==> config.mk <==
export PLATFORM = sky130hd
export DESIGN_NAME = priority_ordered_table_unit
export DESIGN_NICKNAME = d
export VERILOG_FILES = /design/src/rtl/potu_pkg.sv /design/src/rtl/priority_ordered_table_unit.sv
export VERILOG_INCLUDE_DIRS = /design/src /design/src/rtl
export SDC_FILE = /design/constraint.sdc
export NUM_CORES = 2
export LEC_CHECK = 0
export BUFFER_PORTS_ARGS = -buffer_cell sky130_fd_sc_hd__buf_4
export CAP_MARGIN = 15
export CORE_MARGIN = 5
export CORE_UTILIZATION = 30
export CTS_CLUSTER_DIAMETER = 60
export DETAILED_ROUTE_END_ITERATION = 8
export PLACE_DENSITY_LB_ADDON = 0.2
export SLEW_MARGIN = 20
export SYNTH_ARGS = -nofsm -noshare
export SYNTH_HDL_FRONTEND = slang
export SYNTH_SLANG_ARGS = --single-unit
==> constraint.sdc <==
create_clock -name clk -period 6.53 [get_ports clk]
set_input_delay 0.3265 -clock clk [delete_from_list [all_inputs] [get_ports clk]]
set_output_delay 0.3265 -clock clk [all_outputs]
set_load 0.005 [all_outputs]
==> src/rtl/priority_ordered_table_unit_assert.svh <==
`ifndef PRIORITY_ORDERED_TABLE_UNIT_ASSERT_SVH
`define PRIORITY_ORDERED_TABLE_UNIT_ASSERT_SVH

// Check that a condition implies a consequence in the same cycle
`define POTU_ASSERT_SAME(label, ante, cons, msg) \
	label: assert property (@(posedge clk) disable iff (!arst_n) (ante) |-> (cons)) \
		else $error(msg);

// Check that a condition implies a consequence in the next cycle
`define POTU_ASSERT_NEXT(label, ante, cons, msg) \
	label: assert property (@(posedge clk) disable iff (!arst_n) (ante) |=> (cons)) \
		else $error(msg);

`endif

==> src/rtl/potu_pkg.sv <==
package potu_pkg;

	// Default sizes
	localparam int DEF_TABLE_DEPTH = 64;
	localparam int DEF_ID_BITS     = 16;
	localparam int DEF_PRIO_BITS   = 8;

	// Reposition needs at least this many entries
	localparam int MIN_REPOS = 2;

	typedef logic [2:0] req_t;
	typedef logic [2:0] status_t;
	typedef logic [1:0] kind_t;

	// Request codes
	localparam req_t REQ_INSERT = 3'd0;
	localparam req_t REQ_REMOVE = 3'd1;
	localparam req_t REQ_REPOS  = 3'd2;
	localparam req_t REQ_MOVE   = 3'd3;
	localparam req_t REQ_LIST   = 3'd4;

	// Status codes
	localparam status_t ST_OK        = 3'd0;
	localparam status_t ST_DUP       = 3'd1;
	localparam status_t ST_NOTFOUND  = 3'd2;
	localparam status_t ST_TOOFEW    = 3'd3;
	localparam status_t ST_FULL      = 3'd4;
	localparam status_t ST_NOMATCH   = 3'd5;
	localparam status_t ST_COLLECTED = 3'd6;

	// Move kinds
	localparam kind_t MV_UP     = 2'd0;
	localparam kind_t MV_DOWN   = 2'd1;
	localparam kind_t MV_TOP    = 2'd2;
	localparam kind_t MV_BOTTOM = 2'd3;

endpackage

==> src/rtl/priority_ordered_table_unit.sv <==
// Each table entry visited is addressed, read from memory and then compared, so a request
// walks the entries that it searches, places over and shifts, plus its sequencing states;
// a move repeats the search, walk and shift for every marked id.
// Throughput: one request at a time; busy drops in the cycle that carries the last result.
// A list request emits one result per table entry; the receiver cannot stall.
// Reset clears the entry count, the move marks and the control state at once.
module priority_ordered_table_unit #(
	parameter int TABLE_DEPTH = potu_pkg::DEF_TABLE_DEPTH,
	parameter int ID_BITS     = potu_pkg::DEF_ID_BITS,
	parameter int PRIO_BITS   = potu_pkg::DEF_PRIO_BITS
) (
	input  logic                                     clk,
	input  logic                                     arst_n,
	input  logic                                     start,
	output logic                                     busy,
	input  potu_pkg::req_t                           req_type,
	input  logic [ID_BITS-1:0]                       node_id,
	input  logic [PRIO_BITS-1:0]                     priority_req,
	input  potu_pkg::kind_t                          move_kind,
	input  logic                                     last_id,
	output logic                                     result_strobe,
	output potu_pkg::status_t                        status,
	output logic signed [((TABLE_DEPTH > 1) ? $clog2(TABLE_DEPTH) : 1):0] position,
	output logic [ID_BITS-1:0]                       entry_id,
	output logic                                     last_item
);
	import potu_pkg::*;

	localparam int AW = (TABLE_DEPTH > 1) ? $clog2(TABLE_DEPTH) : 1;
	localparam int CW = $clog2(TABLE_DEPTH + 1);
	localparam int WW = PRIO_BITS + ID_BITS;

	localparam logic [4:0] S_IDLE    = 5'd0;
	localparam logic [4:0] S_WAIT    = 5'd1;
	localparam logic [4:0] S_FIND_RD = 5'd2;
	localparam logic [4:0] S_FIND_CK = 5'd3;
	localparam logic [4:0] S_PL_RD   = 5'd4;
	localparam logic [4:0] S_PL_CK   = 5'd5;
	localparam logic [4:0] S_DEL_RD  = 5'd6;
	localparam logic [4:0] S_DEL_CK  = 5'd7;
	localparam logic [4:0] S_INS_RD  = 5'd8;
	localparam logic [4:0] S_INS_CK  = 5'd9;
	localparam logic [4:0] S_ROTL_RD = 5'd10;
	localparam logic [4:0] S_ROTL_CK = 5'd11;
	localparam logic [4:0] S_ROTH_RD = 5'd12;
	localparam logic [4:0] S_ROTH_CK = 5'd13;
	localparam logic [4:0] S_EXT_RD  = 5'd14;
	localparam logic [4:0] S_EXT_CK  = 5'd15;
	localparam logic [4:0] S_IN_F    = 5'd16;
	localparam logic [4:0] S_RM_F    = 5'd17;
	localparam logic [4:0] S_RP_F    = 5'd18;
	localparam logic [4:0] S_RP_P    = 5'd19;
	localparam logic [4:0] S_RP_I    = 5'd20;
	localparam logic [4:0] S_MV_MARK = 5'd21;
	localparam logic [4:0] S_COL_RD  = 5'd22;
	localparam logic [4:0] S_COL_CK  = 5'd23;
	localparam logic [4:0] S_SEL_RD  = 5'd24;
	localparam logic [4:0] S_SEL_CK  = 5'd25;
	localparam logic [4:0] S_MV_EXT0 = 5'd26;
	localparam logic [4:0] S_ROT0    = 5'd27;
	localparam logic [4:0] S_MV_NEXT = 5'd28;
	localparam logic [4:0] S_LS_RD   = 5'd29;
	localparam logic [4:0] S_LS_CK   = 5'd30;
	localparam logic [4:0] S_EMIT    = 5'd31;

	logic [4:0]           state_q, rd_ret_q, sub_ret_q;
	logic [CW-1:0]        cnt_q, idx_q, pos_q, fidx_q, n_q;
	logic [AW-1:0]        k_q;
	logic [TABLE_DEPTH-1:0] marks_q;
	logic                 found_q, mk_q, lastid_q, emit_pos_q;
	logic [ID_BITS-1:0]   id_q;
	logic [PRIO_BITS-1:0] prio_q, fprio_q;
	kind_t                kind_q;
	status_t              res_st_q;

	// table RAM ports
	logic [WW-1:0]        mem_q [TABLE_DEPTH];
	logic [WW-1:0]        rdata_q, wdata_q;
	logic [AW-1:0]        raddr_q, waddr_q;
	logic                 wen_q;

	// selection RAM ports
	logic [ID_BITS-1:0]   sel_q [TABLE_DEPTH];
	logic [ID_BITS-1:0]   sel_rdata_q, sel_wdata_q;
	logic [AW-1:0]        sel_raddr_q, sel_waddr_q;
	logic                 sel_wen_q;

	// result registers
	logic                 strobe_q, last_item_q;
	status_t              status_q;
	logic signed [AW:0]   position_q;
	logic [ID_BITS-1:0]   entry_id_q;

	logic [ID_BITS-1:0]   rd_id;
	logic [PRIO_BITS-1:0] rd_prio;
	logic                 desc, to_lo;

	assign rd_id   = rdata_q[ID_BITS-1:0];
	assign rd_prio = rdata_q[WW-1:ID_BITS];
	assign desc    = (kind_q == MV_DOWN) || (kind_q == MV_TOP);
	assign to_lo   = (kind_q == MV_UP) || (kind_q == MV_TOP);

	// Table RAM with write-through on a same-address read
	always_ff @(posedge clk) begin
		if (wen_q)
			mem_q[waddr_q] <= wdata_q;
		if (wen_q && (waddr_q == raddr_q))
			rdata_q <= wdata_q;
		else
			rdata_q <= mem_q[raddr_q];
	end

	// Selection RAM holding marked ids in table order
	always_ff @(posedge clk) begin
		if (sel_wen_q)
			sel_q[sel_waddr_q] <= sel_wdata_q;
		sel_rdata_q <= sel_q[sel_raddr_q];
	end

	// Sequencer
	always_ff @(posedge clk or negedge arst_n) begin
		if (!arst_n) begin
			state_q     <= S_IDLE;
			rd_ret_q    <= S_IDLE;
			sub_ret_q   <= S_IDLE;
			cnt_q       <= '0;
			idx_q       <= '0;
			pos_q       <= '0;
			fidx_q      <= '0;
			n_q         <= '0;
			k_q         <= '0;
			marks_q     <= '0;
			found_q     <= 1'b0;
			mk_q        <= 1'b0;
			lastid_q    <= 1'b0;
			emit_pos_q  <= 1'b0;
			id_q        <= '0;
			prio_q      <= '0;
			fprio_q     <= '0;
			kind_q      <= MV_UP;
			res_st_q    <= ST_OK;
			raddr_q     <= '0;
			waddr_q     <= '0;
			wdata_q     <= '0;
			wen_q       <= 1'b0;
			sel_raddr_q <= '0;
			sel_waddr_q <= '0;
			sel_wdata_q <= '0;
			sel_wen_q   <= 1'b0;
			strobe_q    <= 1'b0;
			last_item_q <= 1'b0;
			status_q    <= ST_OK;
			position_q  <= '0;
			entry_id_q  <= '0;
		end else begin
			wen_q     <= 1'b0;
			sel_wen_q <= 1'b0;
			strobe_q  <= 1'b0;
			case (state_q)
				S_IDLE: begin
					if (start) begin
						id_q       <= node_id;
						prio_q     <= priority_req;
						kind_q     <= move_kind;
						lastid_q   <= last_id;
						idx_q      <= '0;
						emit_pos_q <= 1'b0;
						case (req_type)
							REQ_INSERT: begin
								sub_ret_q <= S_IN_F;
								state_q   <= S_FIND_RD;
							end
							REQ_REMOVE: begin
								sub_ret_q <= S_RM_F;
								state_q   <= S_FIND_RD;
							end
							REQ_REPOS: begin
								if (cnt_q < CW'(MIN_REPOS)) begin
									res_st_q <= ST_TOOFEW;
									state_q  <= S_EMIT;
								end else begin
									sub_ret_q <= S_RP_F;
									state_q   <= S_FIND_RD;
								end
							end
							REQ_MOVE: begin
								sub_ret_q <= S_MV_MARK;
								state_q   <= S_FIND_RD;
							end
							REQ_LIST: begin
								if (cnt_q == '0) begin
									res_st_q <= ST_OK;
									state_q  <= S_EMIT;
								end else begin
									state_q <= S_LS_RD;
								end
							end
							default: ;
						endcase
					end
				end
				// wait state for the RAM read
				S_WAIT: state_q <= rd_ret_q;
				// search the table entries in order for id_q, stopping at the first match
				S_FIND_RD: begin
					if (idx_q == cnt_q) begin
						found_q <= 1'b0;
						state_q <= sub_ret_q;
					end else begin
						raddr_q  <= idx_q[AW-1:0];
						rd_ret_q <= S_FIND_CK;
						state_q  <= S_WAIT;
					end
				end
				S_FIND_CK: begin
					if (rd_id == id_q) begin
						found_q <= 1'b1;
						fidx_q  <= idx_q;
						fprio_q <= rd_prio;
						state_q <= sub_ret_q;
					end else begin
						idx_q   <= idx_q + CW'(1);
						state_q <= S_FIND_RD;
					end
				end
				// find first entry with lower priority
				S_PL_RD: begin
					if (idx_q == cnt_q) begin
						pos_q   <= idx_q;
						state_q <= sub_ret_q;
					end else begin
						raddr_q  <= idx_q[AW-1:0];
						rd_ret_q <= S_PL_CK;
						state_q  <= S_WAIT;
					end
				end
				S_PL_CK: begin
					if (rd_prio < prio_q) begin
						pos_q   <= idx_q;
						state_q <= sub_ret_q;
					end else begin
						idx_q   <= idx_q + CW'(1);
						state_q <= S_PL_RD;
					end
				end
				// close the gap at idx_q
				S_DEL_RD: begin
					if (idx_q + CW'(1) >= cnt_q) begin
						cnt_q   <= cnt_q - CW'(1);
						state_q <= sub_ret_q;
					end else begin
						raddr_q  <= idx_q[AW-1:0] + AW'(1);
						rd_ret_q <= S_DEL_CK;
						state_q  <= S_WAIT;
					end
				end
				S_DEL_CK: begin
					wen_q   <= 1'b1;
					waddr_q <= idx_q[AW-1:0];
					wdata_q <= rdata_q;
					marks_q[idx_q[AW-1:0]] <= marks_q[idx_q[AW-1:0] + AW'(1)];
					idx_q   <= idx_q + CW'(1);
					state_q <= S_DEL_RD;
				end
				// open a gap at pos_q and place the new entry
				S_INS_RD: begin
					if (idx_q == pos_q) begin
						wen_q   <= 1'b1;
						waddr_q <= pos_q[AW-1:0];
						wdata_q <= {prio_q, id_q};
						marks_q[pos_q[AW-1:0]] <= mk_q;
						cnt_q   <= cnt_q + CW'(1);
						state_q <= sub_ret_q;
					end else begin
						raddr_q  <= idx_q[AW-1:0] - AW'(1);
						rd_ret_q <= S_INS_CK;
						state_q  <= S_WAIT;
					end
				end
				S_INS_CK: begin
					wen_q   <= 1'b1;
					waddr_q <= idx_q[AW-1:0];
					wdata_q <= rdata_q;
					marks_q[idx_q[AW-1:0]] <= marks_q[idx_q[AW-1:0] - AW'(1)];
					idx_q   <= idx_q - CW'(1);
					state_q <= S_INS_RD;
				end
				S_IN_F: begin
					if (found_q) begin
						res_st_q <= ST_DUP;
						state_q  <= S_EMIT;
					end else if (cnt_q == CW'(TABLE_DEPTH)) begin
						res_st_q <= ST_FULL;
						state_q  <= S_EMIT;
					end else begin
						mk_q    <= 1'b0;
						state_q <= S_RP_P;
					end
				end
				S_RM_F: begin
					if (!found_q) begin
						res_st_q <= ST_NOTFOUND;
						state_q  <= S_EMIT;
					end else begin
						res_st_q  <= ST_OK;
						idx_q     <= fidx_q;
						sub_ret_q <= S_EMIT;
						state_q   <= S_DEL_RD;
					end
				end
				S_RP_F: begin
					if (found_q) begin
						mk_q      <= marks_q[fidx_q[AW-1:0]];
						idx_q     <= fidx_q;
						sub_ret_q <= S_RP_P;
						state_q   <= S_DEL_RD;
					end else if (cnt_q == CW'(TABLE_DEPTH)) begin
						res_st_q <= ST_FULL;
						state_q  <= S_EMIT;
					end else begin
						mk_q    <= 1'b0;
						state_q <= S_RP_P;
					end
				end
				S_RP_P: begin
					idx_q     <= '0;
					sub_ret_q <= S_RP_I;
					state_q   <= S_PL_RD;
				end
				S_RP_I: begin
					idx_q      <= cnt_q;
					res_st_q   <= ST_OK;
					emit_pos_q <= 1'b1;
					sub_ret_q  <= S_EMIT;
					state_q    <= S_INS_RD;
				end
				// set the mark, then collect marked ids on the last one
				S_MV_MARK: begin
					if (found_q)
						marks_q[fidx_q[AW-1:0]] <= 1'b1;
					if (!lastid_q) begin
						res_st_q <= ST_COLLECTED;
						state_q  <= S_EMIT;
					end else begin
						idx_q   <= '0;
						n_q     <= '0;
						state_q <= S_COL_RD;
					end
				end
				S_COL_RD: begin
					if (idx_q == cnt_q) begin
						marks_q <= '0;
						if (n_q == '0) begin
							res_st_q <= ST_NOMATCH;
							state_q  <= S_EMIT;
						end else begin
							k_q     <= desc ? (n_q[AW-1:0] - AW'(1)) : '0;
							state_q <= S_SEL_RD;
						end
					end else begin
						raddr_q  <= idx_q[AW-1:0];
						rd_ret_q <= S_COL_CK;
						state_q  <= S_WAIT;
					end
				end
				S_COL_CK: begin
					if (marks_q[idx_q[AW-1:0]]) begin
						sel_wen_q   <= 1'b1;
						sel_waddr_q <= n_q[AW-1:0];
						sel_wdata_q <= rd_id;
						n_q         <= n_q + CW'(1);
					end
					idx_q   <= idx_q + CW'(1);
					state_q <= S_COL_RD;
				end
				// fetch the next selected id and locate it
				S_SEL_RD: begin
					sel_raddr_q <= k_q;
					rd_ret_q    <= S_SEL_CK;
					state_q     <= S_WAIT;
				end
				S_SEL_CK: begin
					id_q      <= sel_rdata_q;
					idx_q     <= '0;
					sub_ret_q <= S_MV_EXT0;
					state_q   <= S_FIND_RD;
				end
				S_MV_EXT0: begin
					if (!found_q) begin
						state_q <= S_MV_NEXT;
					end else begin
						pos_q   <= fidx_q;
						state_q <= S_EXT_RD;
					end
				end
				// walk the target within the equal-priority run
				S_EXT_RD: begin
					if (to_lo) begin
						if (pos_q == '0 || (kind_q == MV_UP && pos_q != fidx_q)) begin
							state_q <= S_ROT0;
						end else begin
							raddr_q  <= pos_q[AW-1:0] - AW'(1);
							rd_ret_q <= S_EXT_CK;
							state_q  <= S_WAIT;
						end
					end else begin
						if (pos_q + CW'(1) >= cnt_q ||
						    (kind_q == MV_DOWN && pos_q != fidx_q)) begin
							state_q <= S_ROT0;
						end else begin
							raddr_q  <= pos_q[AW-1:0] + AW'(1);
							rd_ret_q <= S_EXT_CK;
							state_q  <= S_WAIT;
						end
					end
				end
				S_EXT_CK: begin
					if (rd_prio == fprio_q) begin
						pos_q   <= to_lo ? (pos_q - CW'(1)) : (pos_q + CW'(1));
						state_q <= S_EXT_RD;
					end else begin
						state_q <= S_ROT0;
					end
				end
				S_ROT0: begin
					idx_q <= fidx_q;
					if (pos_q < fidx_q)
						state_q <= S_ROTL_RD;
					else if (pos_q > fidx_q)
						state_q <= S_ROTH_RD;
					else
						state_q <= S_MV_NEXT;
				end
				// rotate entry toward the lower index
				S_ROTL_RD: begin
					if (idx_q == pos_q) begin
						wen_q   <= 1'b1;
						waddr_q <= pos_q[AW-1:0];
						wdata_q <= {fprio_q, id_q};
						state_q <= S_MV_NEXT;
					end else begin
						raddr_q  <= idx_q[AW-1:0] - AW'(1);
						rd_ret_q <= S_ROTL_CK;
						state_q  <= S_WAIT;
					end
				end
				S_ROTL_CK: begin
					wen_q   <= 1'b1;
					waddr_q <= idx_q[AW-1:0];
					wdata_q <= rdata_q;
					idx_q   <= idx_q - CW'(1);
					state_q <= S_ROTL_RD;
				end
				// rotate entry toward the higher index
				S_ROTH_RD: begin
					if (idx_q == pos_q) begin
						wen_q   <= 1'b1;
						waddr_q <= pos_q[AW-1:0];
						wdata_q <= {fprio_q, id_q};
						state_q <= S_MV_NEXT;
					end else begin
						raddr_q  <= idx_q[AW-1:0] + AW'(1);
						rd_ret_q <= S_ROTH_CK;
						state_q  <= S_WAIT;
					end
				end
				S_ROTH_CK: begin
					wen_q   <= 1'b1;
					waddr_q <= idx_q[AW-1:0];
					wdata_q <= rdata_q;
					idx_q   <= idx_q + CW'(1);
					state_q <= S_ROTH_RD;
				end
				// advance through the selection
				S_MV_NEXT: begin
					res_st_q <= ST_OK;
					if (desc) begin
						if (k_q == '0) begin
							state_q <= S_EMIT;
						end else begin
							k_q     <= k_q - AW'(1);
							state_q <= S_SEL_RD;
						end
					end else begin
						if (CW'(k_q) + CW'(1) == n_q) begin
							state_q <= S_EMIT;
						end else begin
							k_q     <= k_q + AW'(1);
							state_q <= S_SEL_RD;
						end
					end
				end
				// emit ids in table order
				S_LS_RD: begin
					raddr_q  <= idx_q[AW-1:0];
					rd_ret_q <= S_LS_CK;
					state_q  <= S_WAIT;
				end
				S_LS_CK: begin
					strobe_q    <= 1'b1;
					status_q    <= ST_OK;
					position_q  <= {1'b0, idx_q[AW-1:0]};
					entry_id_q  <= rd_id;
					last_item_q <= (idx_q + CW'(1) == cnt_q);
					if (idx_q + CW'(1) == cnt_q) begin
						state_q <= S_IDLE;
					end else begin
						idx_q   <= idx_q + CW'(1);
						state_q <= S_LS_RD;
					end
				end
				S_EMIT: begin
					strobe_q    <= 1'b1;
					status_q    <= res_st_q;
					position_q  <= emit_pos_q ? {1'b0, pos_q[AW-1:0]} : '1;
					entry_id_q  <= '0;
					last_item_q <= 1'b1;
					state_q     <= S_IDLE;
				end
				default: state_q <= S_IDLE;
			endcase
		end
	end

	assign busy          = (state_q != S_IDLE);
	assign result_strobe = strobe_q;
	assign status        = status_q;
	assign position      = position_q;
	assign entry_id      = entry_id_q;
	assign last_item     = last_item_q;

`include "priority_ordered_table_unit_assert.svh"

	`POTU_ASSERT_SAME(a_cnt_range, 1'b1, cnt_q <= CW'(TABLE_DEPTH), "entry count over depth")
	`POTU_ASSERT_SAME(a_final_idle, result_strobe && last_item, !busy, "final result while busy")
	`POTU_ASSERT_SAME(a_mid_busy, result_strobe && !last_item, busy, "list stopped early")
	`POTU_ASSERT_NEXT(a_cnt_step, 1'b1, (cnt_q == $past(cnt_q)) || (cnt_q == $past(cnt_q) + CW'(1)) || (cnt_q == $past(cnt_q) - CW'(1)), "count jumped")

endmodule

After elaboration in Yosys (flattened, before gate mapping)
Memories as Yosys holds them, arrays and structs flattened. A register that Yosys moved wholly into a read port is not among the register bits.
Index checks and enable logic that the tools add are counted.

word-level totals
  register bits = 255
  bits in writable memories = 2,560
  input bits = 33
  output and inout port bits = 29
  memories kept = 2

memory list
  name   depth  bits a word  read ports  clocked after memory_dff  write ports  line                               source
  mem_q  64     24           1           1                         1            priority_ordered_table_unit.sv:77  logic [WW-1:0] mem_q [TABLE_DEPTH];
  sel_q  64     16           1           1                         1            priority_ordered_table_unit.sv:83  logic [ID_BITS-1:0] sel_q [TABLE_DEPTH];

cells by class
  $add $sub $neg = 15
  $lt $le $gt $ge = 14
  equality and inequality tests = 90
  mux-type cells = 141
  bitwise gates (word level) = 1
  reduce and logical (&&, ||, !) cells = 69

operators with widths
  cell                   count
  $pmux W64 S5           1
  $bwmux W64             3
  $mux W64               3
  $mux W5                34
  $pmux W5 S28           1
  $mux W7                14
  $mux W6                14
  $eq A5 B5 Y1 const B   16
  $pmux W7 S11           1
  $pmux W24 S3           1
  $ne A2 B2 Y1 const B   32
  $or A64 B64 Y64        1
  $pmux W16 S2           2
  $pmux W5 S10           1
  $mux W24               2
  $pmux W7 S2            3
  $eq A5 B4 Y1 const B   8
  $mux W3                12
  $pmux W6 S6            1
  $lt A6 B7 Y1 const B   5
  $pmux W5 S6            1
  $add A7 B1 Y7 const B  4
  $eq A7 B7 Y1           4
  $pmux W7 S4            1
  other kinds (65)       165

Depth between registers and ports, before layout
  word-level depth = 7
  mapped depth = 23

Least setup slack after synthesis
No wires, ideal clock.

  path type = reg-to-reg
  start = register idx_q[0]
  end = register (tool-made name)
  library setup time = 0.133 ns
  arrival time = 4.292 ns
  data required time = 6.397 ns
  path slack = 2.104 ns
  cell stages (with the launch flop) = 16
  path buffers = 7
  clock period less this slack = 4.426 ns
  path through = dfrtp_1 -> buf_2 -> buf_2 -> buf_2 -> clkinv_1 -> ha_1 -> clkbuf_1 -> clkbuf_1 -> buf_2 -> mux4_2 -> mux4_2 -> a21oi_1 -> a211oi_2 -> buf_2 -> a221oi_1 -> o21ai_0

RTL lines
  item                      line                                source
  start: declaration        priority_ordered_table_unit.sv:67   logic [CW-1:0] cnt_q, idx_q, pos_q, fidx_q, n_q;
  start signal: assignment  priority_ordered_table_unit.sv:222  idx_q <= idx_q + CW'(1);
  start signal: assignment  priority_ordered_table_unit.sv:242  idx_q <= idx_q + CW'(1);
  start signal: assignment  priority_ordered_table_unit.sv:262  idx_q <= idx_q + CW'(1);

==> impl_table.tex <==
\begin{tabular}{lr}
\hline
Metric & Value \\
\hline
\multicolumn{2}{l}{\textbf{STA}} \\
Max Transition Viols Final & 0 \\
Max Clock Freq & 179 MHz \\
Final worst path period need & 5.59 ns \\
Pin slew with the least headroom to its limit & 1.21 ns \\
Final setup violating endpoints & 0 \\
Final hold violation count & 0 \\
Fin crit share & 0.856 \\
Final setup TNS & 0 ns \\
Worst-case headroom to the max-slew limit & 0.189 \\
Setup repair after global routing missed its margin & no \\
Skew final & 0.0877 ns \\
\multicolumn{2}{l}{\textbf{Synth}} \\
Synthesized net count & 6804 \\
Warnings from Yosys & 0 \\
Top flip-flop cell by instance count after synthesis & sky130\_fd\_sc\_hd\_\_edfxtp\_1 \\
Number of storage elements in the synthesis netlist & 2837 \\
Count of flip-flops with a built-in enable after synthesis & 2560 \\
Post-synthesis sequential area ratio & 0.702 \\
Count of different cell masters after synthesis & 101 \\
Avg Inst Size Synth & 17.8 um\^{}2 \\
Post-synthesis instance area & 0.119 mm\^{}2 \\
Proportion of register bits with asynchronous set or reset after synthesis & 0.0899 \\
Number of cells produced by synthesis & 6714 \\
\multicolumn{2}{l}{\textbf{Global route}} \\
Overall routing resource usage & 0.186 \\
Vias in the first global route & 68082 \\
Pin count of the biggest net entering global routing & 129 \\
Global-route wire length before repair & 547 mm \\
Initial antenna violation count & 17 \\
Grt ovf & 0 \\
\multicolumn{2}{l}{\textbf{Power}} \\
Net switching power of the design & 21400 uW \\
Switching share of power & 0.355 \\
Clock network fraction of total power & 0.294 \\
Proportion of power drawn by flip-flops and latches & 0.405 \\
Worst voltage drop across the vdd grid & 0.273 mV \\
Combinational share of power & 0.300 \\
Cell area power density & 435 mW/mm\^{}2 \\
Internal power & 38800 uW \\
Static leakage power & 0.0462 uW \\
\multicolumn{2}{l}{\textbf{Clock network}} \\
Clock latency on the worst-skew pair & 0.92 ns \\
Clock tree sinks & 2837 \\
CTS tree & yes \\
H-tree Lvls & 5 \\
Clock slew at the register clock pins of the worst setup and hold paths & 0.06 ns \\
Number of clock buffers inserted by TritonCTS & 322 \\
Root buf cell & sky130\_fd\_sc\_hd\_\_clkbuf\_16 \\
Number of cells upsized or downsized after cts & 0 \\
Maximum count of clock buffers along a single path & 4 \\
\multicolumn{2}{l}{\textbf{Placed design}} \\
HPWL after detailed placement & 238 mm \\
IO Port Bufs & 61 \\
Gp weighted congestion & 0.890 \\
Post-Place Cells & 11923 \\
\multicolumn{2}{l}{\textbf{Critical path}} \\
Signal arrival time at the worst endpoint & 6.38 ns \\
FF-to-FF setup slack & 0.94 ns \\
Worst-path maximum fanout & 39 \\
Category of the critical setup timing path & register to register \\
Required time of the worst setup path & 7.33 ns \\
Critical Path Sink Type & register \\
Worst reg2reg path depth & 11 \\
Endpoint of the lowest-slack register-to-register path & idx\_q[3]\$\_DFFE\_PN0P\_ \\
Category of the worst setup path launch point & register \\
\multicolumn{2}{l}{\textbf{Worst hold path}} \\
Min-Delay Endpoint & prio\_q[1]\$\_DFFE\_PN0P\_ \\
Number of stages on the worst hold path & 3 \\
Min-delay worst type & input pin to register \\
Worst min-delay path startpoint & priority\_req[1] \\
\multicolumn{2}{l}{\textbf{Detailed routing}} \\
Number of search-and-repair iterations in the first detailed-routing pass & 8 \\
Initial drt markers & 7688 \\
Wire per inst & 31.2 um \\
Number of remaining DRC errors & 0 \\
Via total after detailed routing & 67891 \\
DR WL met3 & 24.3 mm \\
Post-Route WL & 392 mm \\
Vias per inst & 5.41 \\
Wire length on met1 & 167 mm \\
Antenna viol nets, final & 0 \\
Wire length on met2 & 188 mm \\
Highest metal layer used by the detailed router & met4 \\
\multicolumn{2}{l}{\textbf{Floorplanning}} \\
Die Span X & 640 um \\
Area of the die & 0.410 mm\^{}2 \\
Placeable core area & 0.396 mm\^{}2 \\
Die boundary height & 640 um \\
I/O pin total & 62 \\
Standard-cell row count & 231 \\
Initial core utilization & 0.301 \\
\multicolumn{2}{l}{\textbf{Run}} \\
Max Cap Violations & 0 \\
\multicolumn{2}{l}{\textbf{Final layout}} \\
Relative area change from synthesis to final layout & 16.1\% \\
Final-stage net count & 7132 \\
Filler Cells Inserted & 37214 \\
Fraction of layout cells with a size suffix above 1 & 0.254 \\
Post-layout instance count excluding filler cells & 12546 \\
\multicolumn{2}{l}{\textbf{Status}} \\
Status & complete, no violations \\
\hline
\end{tabular}
cells in the final DEF, fill, tap and decap left out, types with 25 or more instances in the layout:
cell	instances
sky130_fd_sc_hd__clkinv_2	43
sky130_fd_sc_hd__a31oi_1	50
sky130_fd_sc_hd__inv_1	53
sky130_fd_sc_hd__xor2_1	48
sky130_fd_sc_hd__o21ai_0	234
sky130_fd_sc_hd__buf_4	357
sky130_fd_sc_hd__edfxtp_1	2560
sky130_fd_sc_hd__dfrtp_2	35
sky130_fd_sc_hd__nor2_2	47
sky130_fd_sc_hd__nand3_1	81
sky130_fd_sc_hd__mux4_2	680
sky130_fd_sc_hd__mux2i_1	267
sky130_fd_sc_hd__nor2_4	35
sky130_fd_sc_hd__dlygate4sd3_1	35
sky130_fd_sc_hd__nand4_1	25
sky130_fd_sc_hd__nand2_1	297
sky130_fd_sc_hd__dfrtp_1	207
sky130_fd_sc_hd__o22ai_1	127
sky130_fd_sc_hd__nand2b_1	27
sky130_fd_sc_hd__clkbuf_1	66
sky130_fd_sc_hd__mux2_2	118
sky130_fd_sc_hd__a21oi_1	185
sky130_fd_sc_hd__nor2_1	404
sky130_fd_sc_hd__clkbuf_16	326
sky130_fd_sc_hd__a221oi_1	93
sky130_fd_sc_hd__clkinv_1	63
sky130_fd_sc_hd__xnor2_1	39
sky130_fd_sc_hd__nor2b_1	30
sky130_fd_sc_hd__nor3_1	41
sky130_fd_sc_hd__a22oi_1	127
sky130_fd_sc_hd__buf_12	27
sky130_fd_sc_hd__ha_1	53
critical path, stage by stage (launching register included):
cell and delay [ns]:
sky130_fd_sc_hd__dfxtp_4 1.05, sky130_fd_sc_hd__buf_4 0.45, sky130_fd_sc_hd__mux4_2 0.54, sky130_fd_sc_hd__mux2_2 0.29, sky130_fd_sc_hd__o22ai_1 0.62, sky130_fd_sc_hd__o31a_1 0.32
sky130_fd_sc_hd__nor3_1 0.07, sky130_fd_sc_hd__or4b_1 0.60, sky130_fd_sc_hd__nor4_2 0.33, sky130_fd_sc_hd__nand4_1 0.47, sky130_fd_sc_hd__nand2_2 0.33, sky130_fd_sc_hd__mux2_1 0.34
layout make-up:
| type | count | area (um^2) | share of cell area |
|---|---|---|---|
| clock buffer | 397 | 8470 | 0.0612 |
| timing repair buffer | 429 | 3800 | 0.0275 |
| multi-input combinational | 3388 | 33700 | 0.243 |
| inverter | 64 | 240 | 0.00174 |
| sequential | 2837 | 83800 | 0.606 |
| antenna | 12 | 30.0 | 0.000217 |
| tap | 5242 | 6560 | 0.0474 |
| clock inverter | 177 | 1770 | 0.0128 |
power by group through the flow:
stage	Combinational [uW]	Sequential (uW)	Clock, uW
2_1_floorplan	10400	24100	0
4_1_cts	18100	24400	18100
5_1_grt	19000	24500	18900
3_3_place_gp	17900	24800	0
3_5_place_dp	18000	24800	0
6_report	18100	24400	17700
routing by layer:
| metal | vias to the layer above | global-route usage |
|---|---|---|
| met5 | - | 0 |
| met4 | 0 | 0.0523 |
| met3 | 585 | 0.0242 |
| met2 | 2657 | 0.306 |
| met1 | 36636 | 0.260 |
| li1 | 28013 | - |
through the flow:
step / hold slack [ns] / total power [uW] / setup slack (ns) / util / cell area, um^2
5_1_grt: 0.146 / 62400 / 0.727 / 0.349 / 138000
3_5_place_dp: 0.319 / 42900 / 0.879 / 0.322 / 128000
6_report: 0.183 / 60200 / 0.942 / 0.349 / 138000
4_1_cts: 0.104 / 60700 / 0.857 / 0.349 / 138000
3_3_place_gp: 0.311 / 42600 / 0.911 / 0.322 / 127000
2_1_floorplan: 0.0309 / 34500 / 2.10 / - / 119000
registers in the layout (all words and copies together), names as in the netlist, 6 cells and up, named ones only:
name,count
wdata_q,24
prio_q,8
n_q,7
cnt_q,7
position,7
sel_wdata_q,16
id_q,16
mem_q,1536
raddr_q,6
sel_rdata_q,16
waddr_q,6
sel_q,1024
sel_raddr_q,6
k_q,6
sel_waddr_q,6
pos_q,7
fprio_q,8
idx_q,7
entry_id,16
fidx_q,7
worst max-delay path by stage:
stage                     slack [ns]  cells after the start                  from                    to
after floorplan                 2.10                     15  idx_q[0]$_DFFE_PN0P_              register
after global placement          0.91                     11              register  idx_q[5]$_DFFE_PN0P_
after detailed placement        0.88                     11              register  idx_q[5]$_DFFE_PN0P_
after CTS                       0.86                     11              register  idx_q[5]$_DFFE_PN0P_
after global routing            0.73                     13              register  idx_q[4]$_DFFE_PN0P_
final                           0.94                     11              register  idx_q[3]$_DFFE_PN0P_
Yosys cell counts (14+ instances only):
cell / n / area (um^2)
sky130_fd_sc_hd__buf_1: 44 / 165
sky130_fd_sc_hd__a31oi_1: 50 / 313
sky130_fd_sc_hd__o221ai_1: 16 / 140
sky130_fd_sc_hd__nor2b_1: 34 / 213
sky130_fd_sc_hd__buf_6: 21 / 236
sky130_fd_sc_hd__a22o_1: 20 / 175
sky130_fd_sc_hd__o211ai_1: 18 / 135
sky130_fd_sc_hd__nor2_1: 485 / 1820
sky130_fd_sc_hd__o22ai_1: 127 / 795
sky130_fd_sc_hd__mux2i_1: 268 / 2680
sky130_fd_sc_hd__a221oi_1: 94 / 823
sky130_fd_sc_hd__mux4_1: 15 / 394
sky130_fd_sc_hd__mux2_2: 118 / 1330
sky130_fd_sc_hd__a211oi_1: 14 / 105
sky130_fd_sc_hd__dfxtp_1: 22 / 440
sky130_fd_sc_hd__nand3b_1: 19 / 143
sky130_fd_sc_hd__nand3_1: 82 / 410
sky130_fd_sc_hd__nand2_1: 299 / 1120
sky130_fd_sc_hd__buf_4: 41 / 308
sky130_fd_sc_hd__xnor2_1: 39 / 342
sky130_fd_sc_hd__buf_2: 50 / 250
sky130_fd_sc_hd__mux4_2: 680 / 15300
sky130_fd_sc_hd__nand4_1: 25 / 156
sky130_fd_sc_hd__clkbuf_1: 256 / 961
sky130_fd_sc_hd__a21o_1: 19 / 143
sky130_fd_sc_hd__dfrtp_1: 255 / 6380
sky130_fd_sc_hd__a22oi_1: 127 / 953
sky130_fd_sc_hd__o21ai_0: 236 / 1180
sky130_fd_sc_hd__xor2_1: 48 / 420
sky130_fd_sc_hd__nor3_1: 49 / 245
sky130_fd_sc_hd__ha_1: 54 / 676
sky130_fd_sc_hd__nand2b_1: 28 / 175
sky130_fd_sc_hd__inv_1: 55 / 206
sky130_fd_sc_hd__and3_1: 19 / 119
sky130_fd_sc_hd__edfxtp_1: 2560 / 76900
sky130_fd_sc_hd__a21oi_1: 185 / 926
timing repair:
action	CTS	global route
setup endpoints to repair	0	0
endpoints found under the hold margin	95	0
setup buffers	0	0
hold buffers	36	0
cells by family after synthesis:
| family | share of synthesized area |
|---|---|
| flops | 0.702 |
| simple gates | 0.0425 |
| mux | 0.166 |
| compound gates | 0.0565 |
| buf+inv | 0.0200 |
| xor+xnor | 0.00639 |
| fa+ha+maj | 0.00625 |
Note: power is estimated with default switching activity, not from simulation.
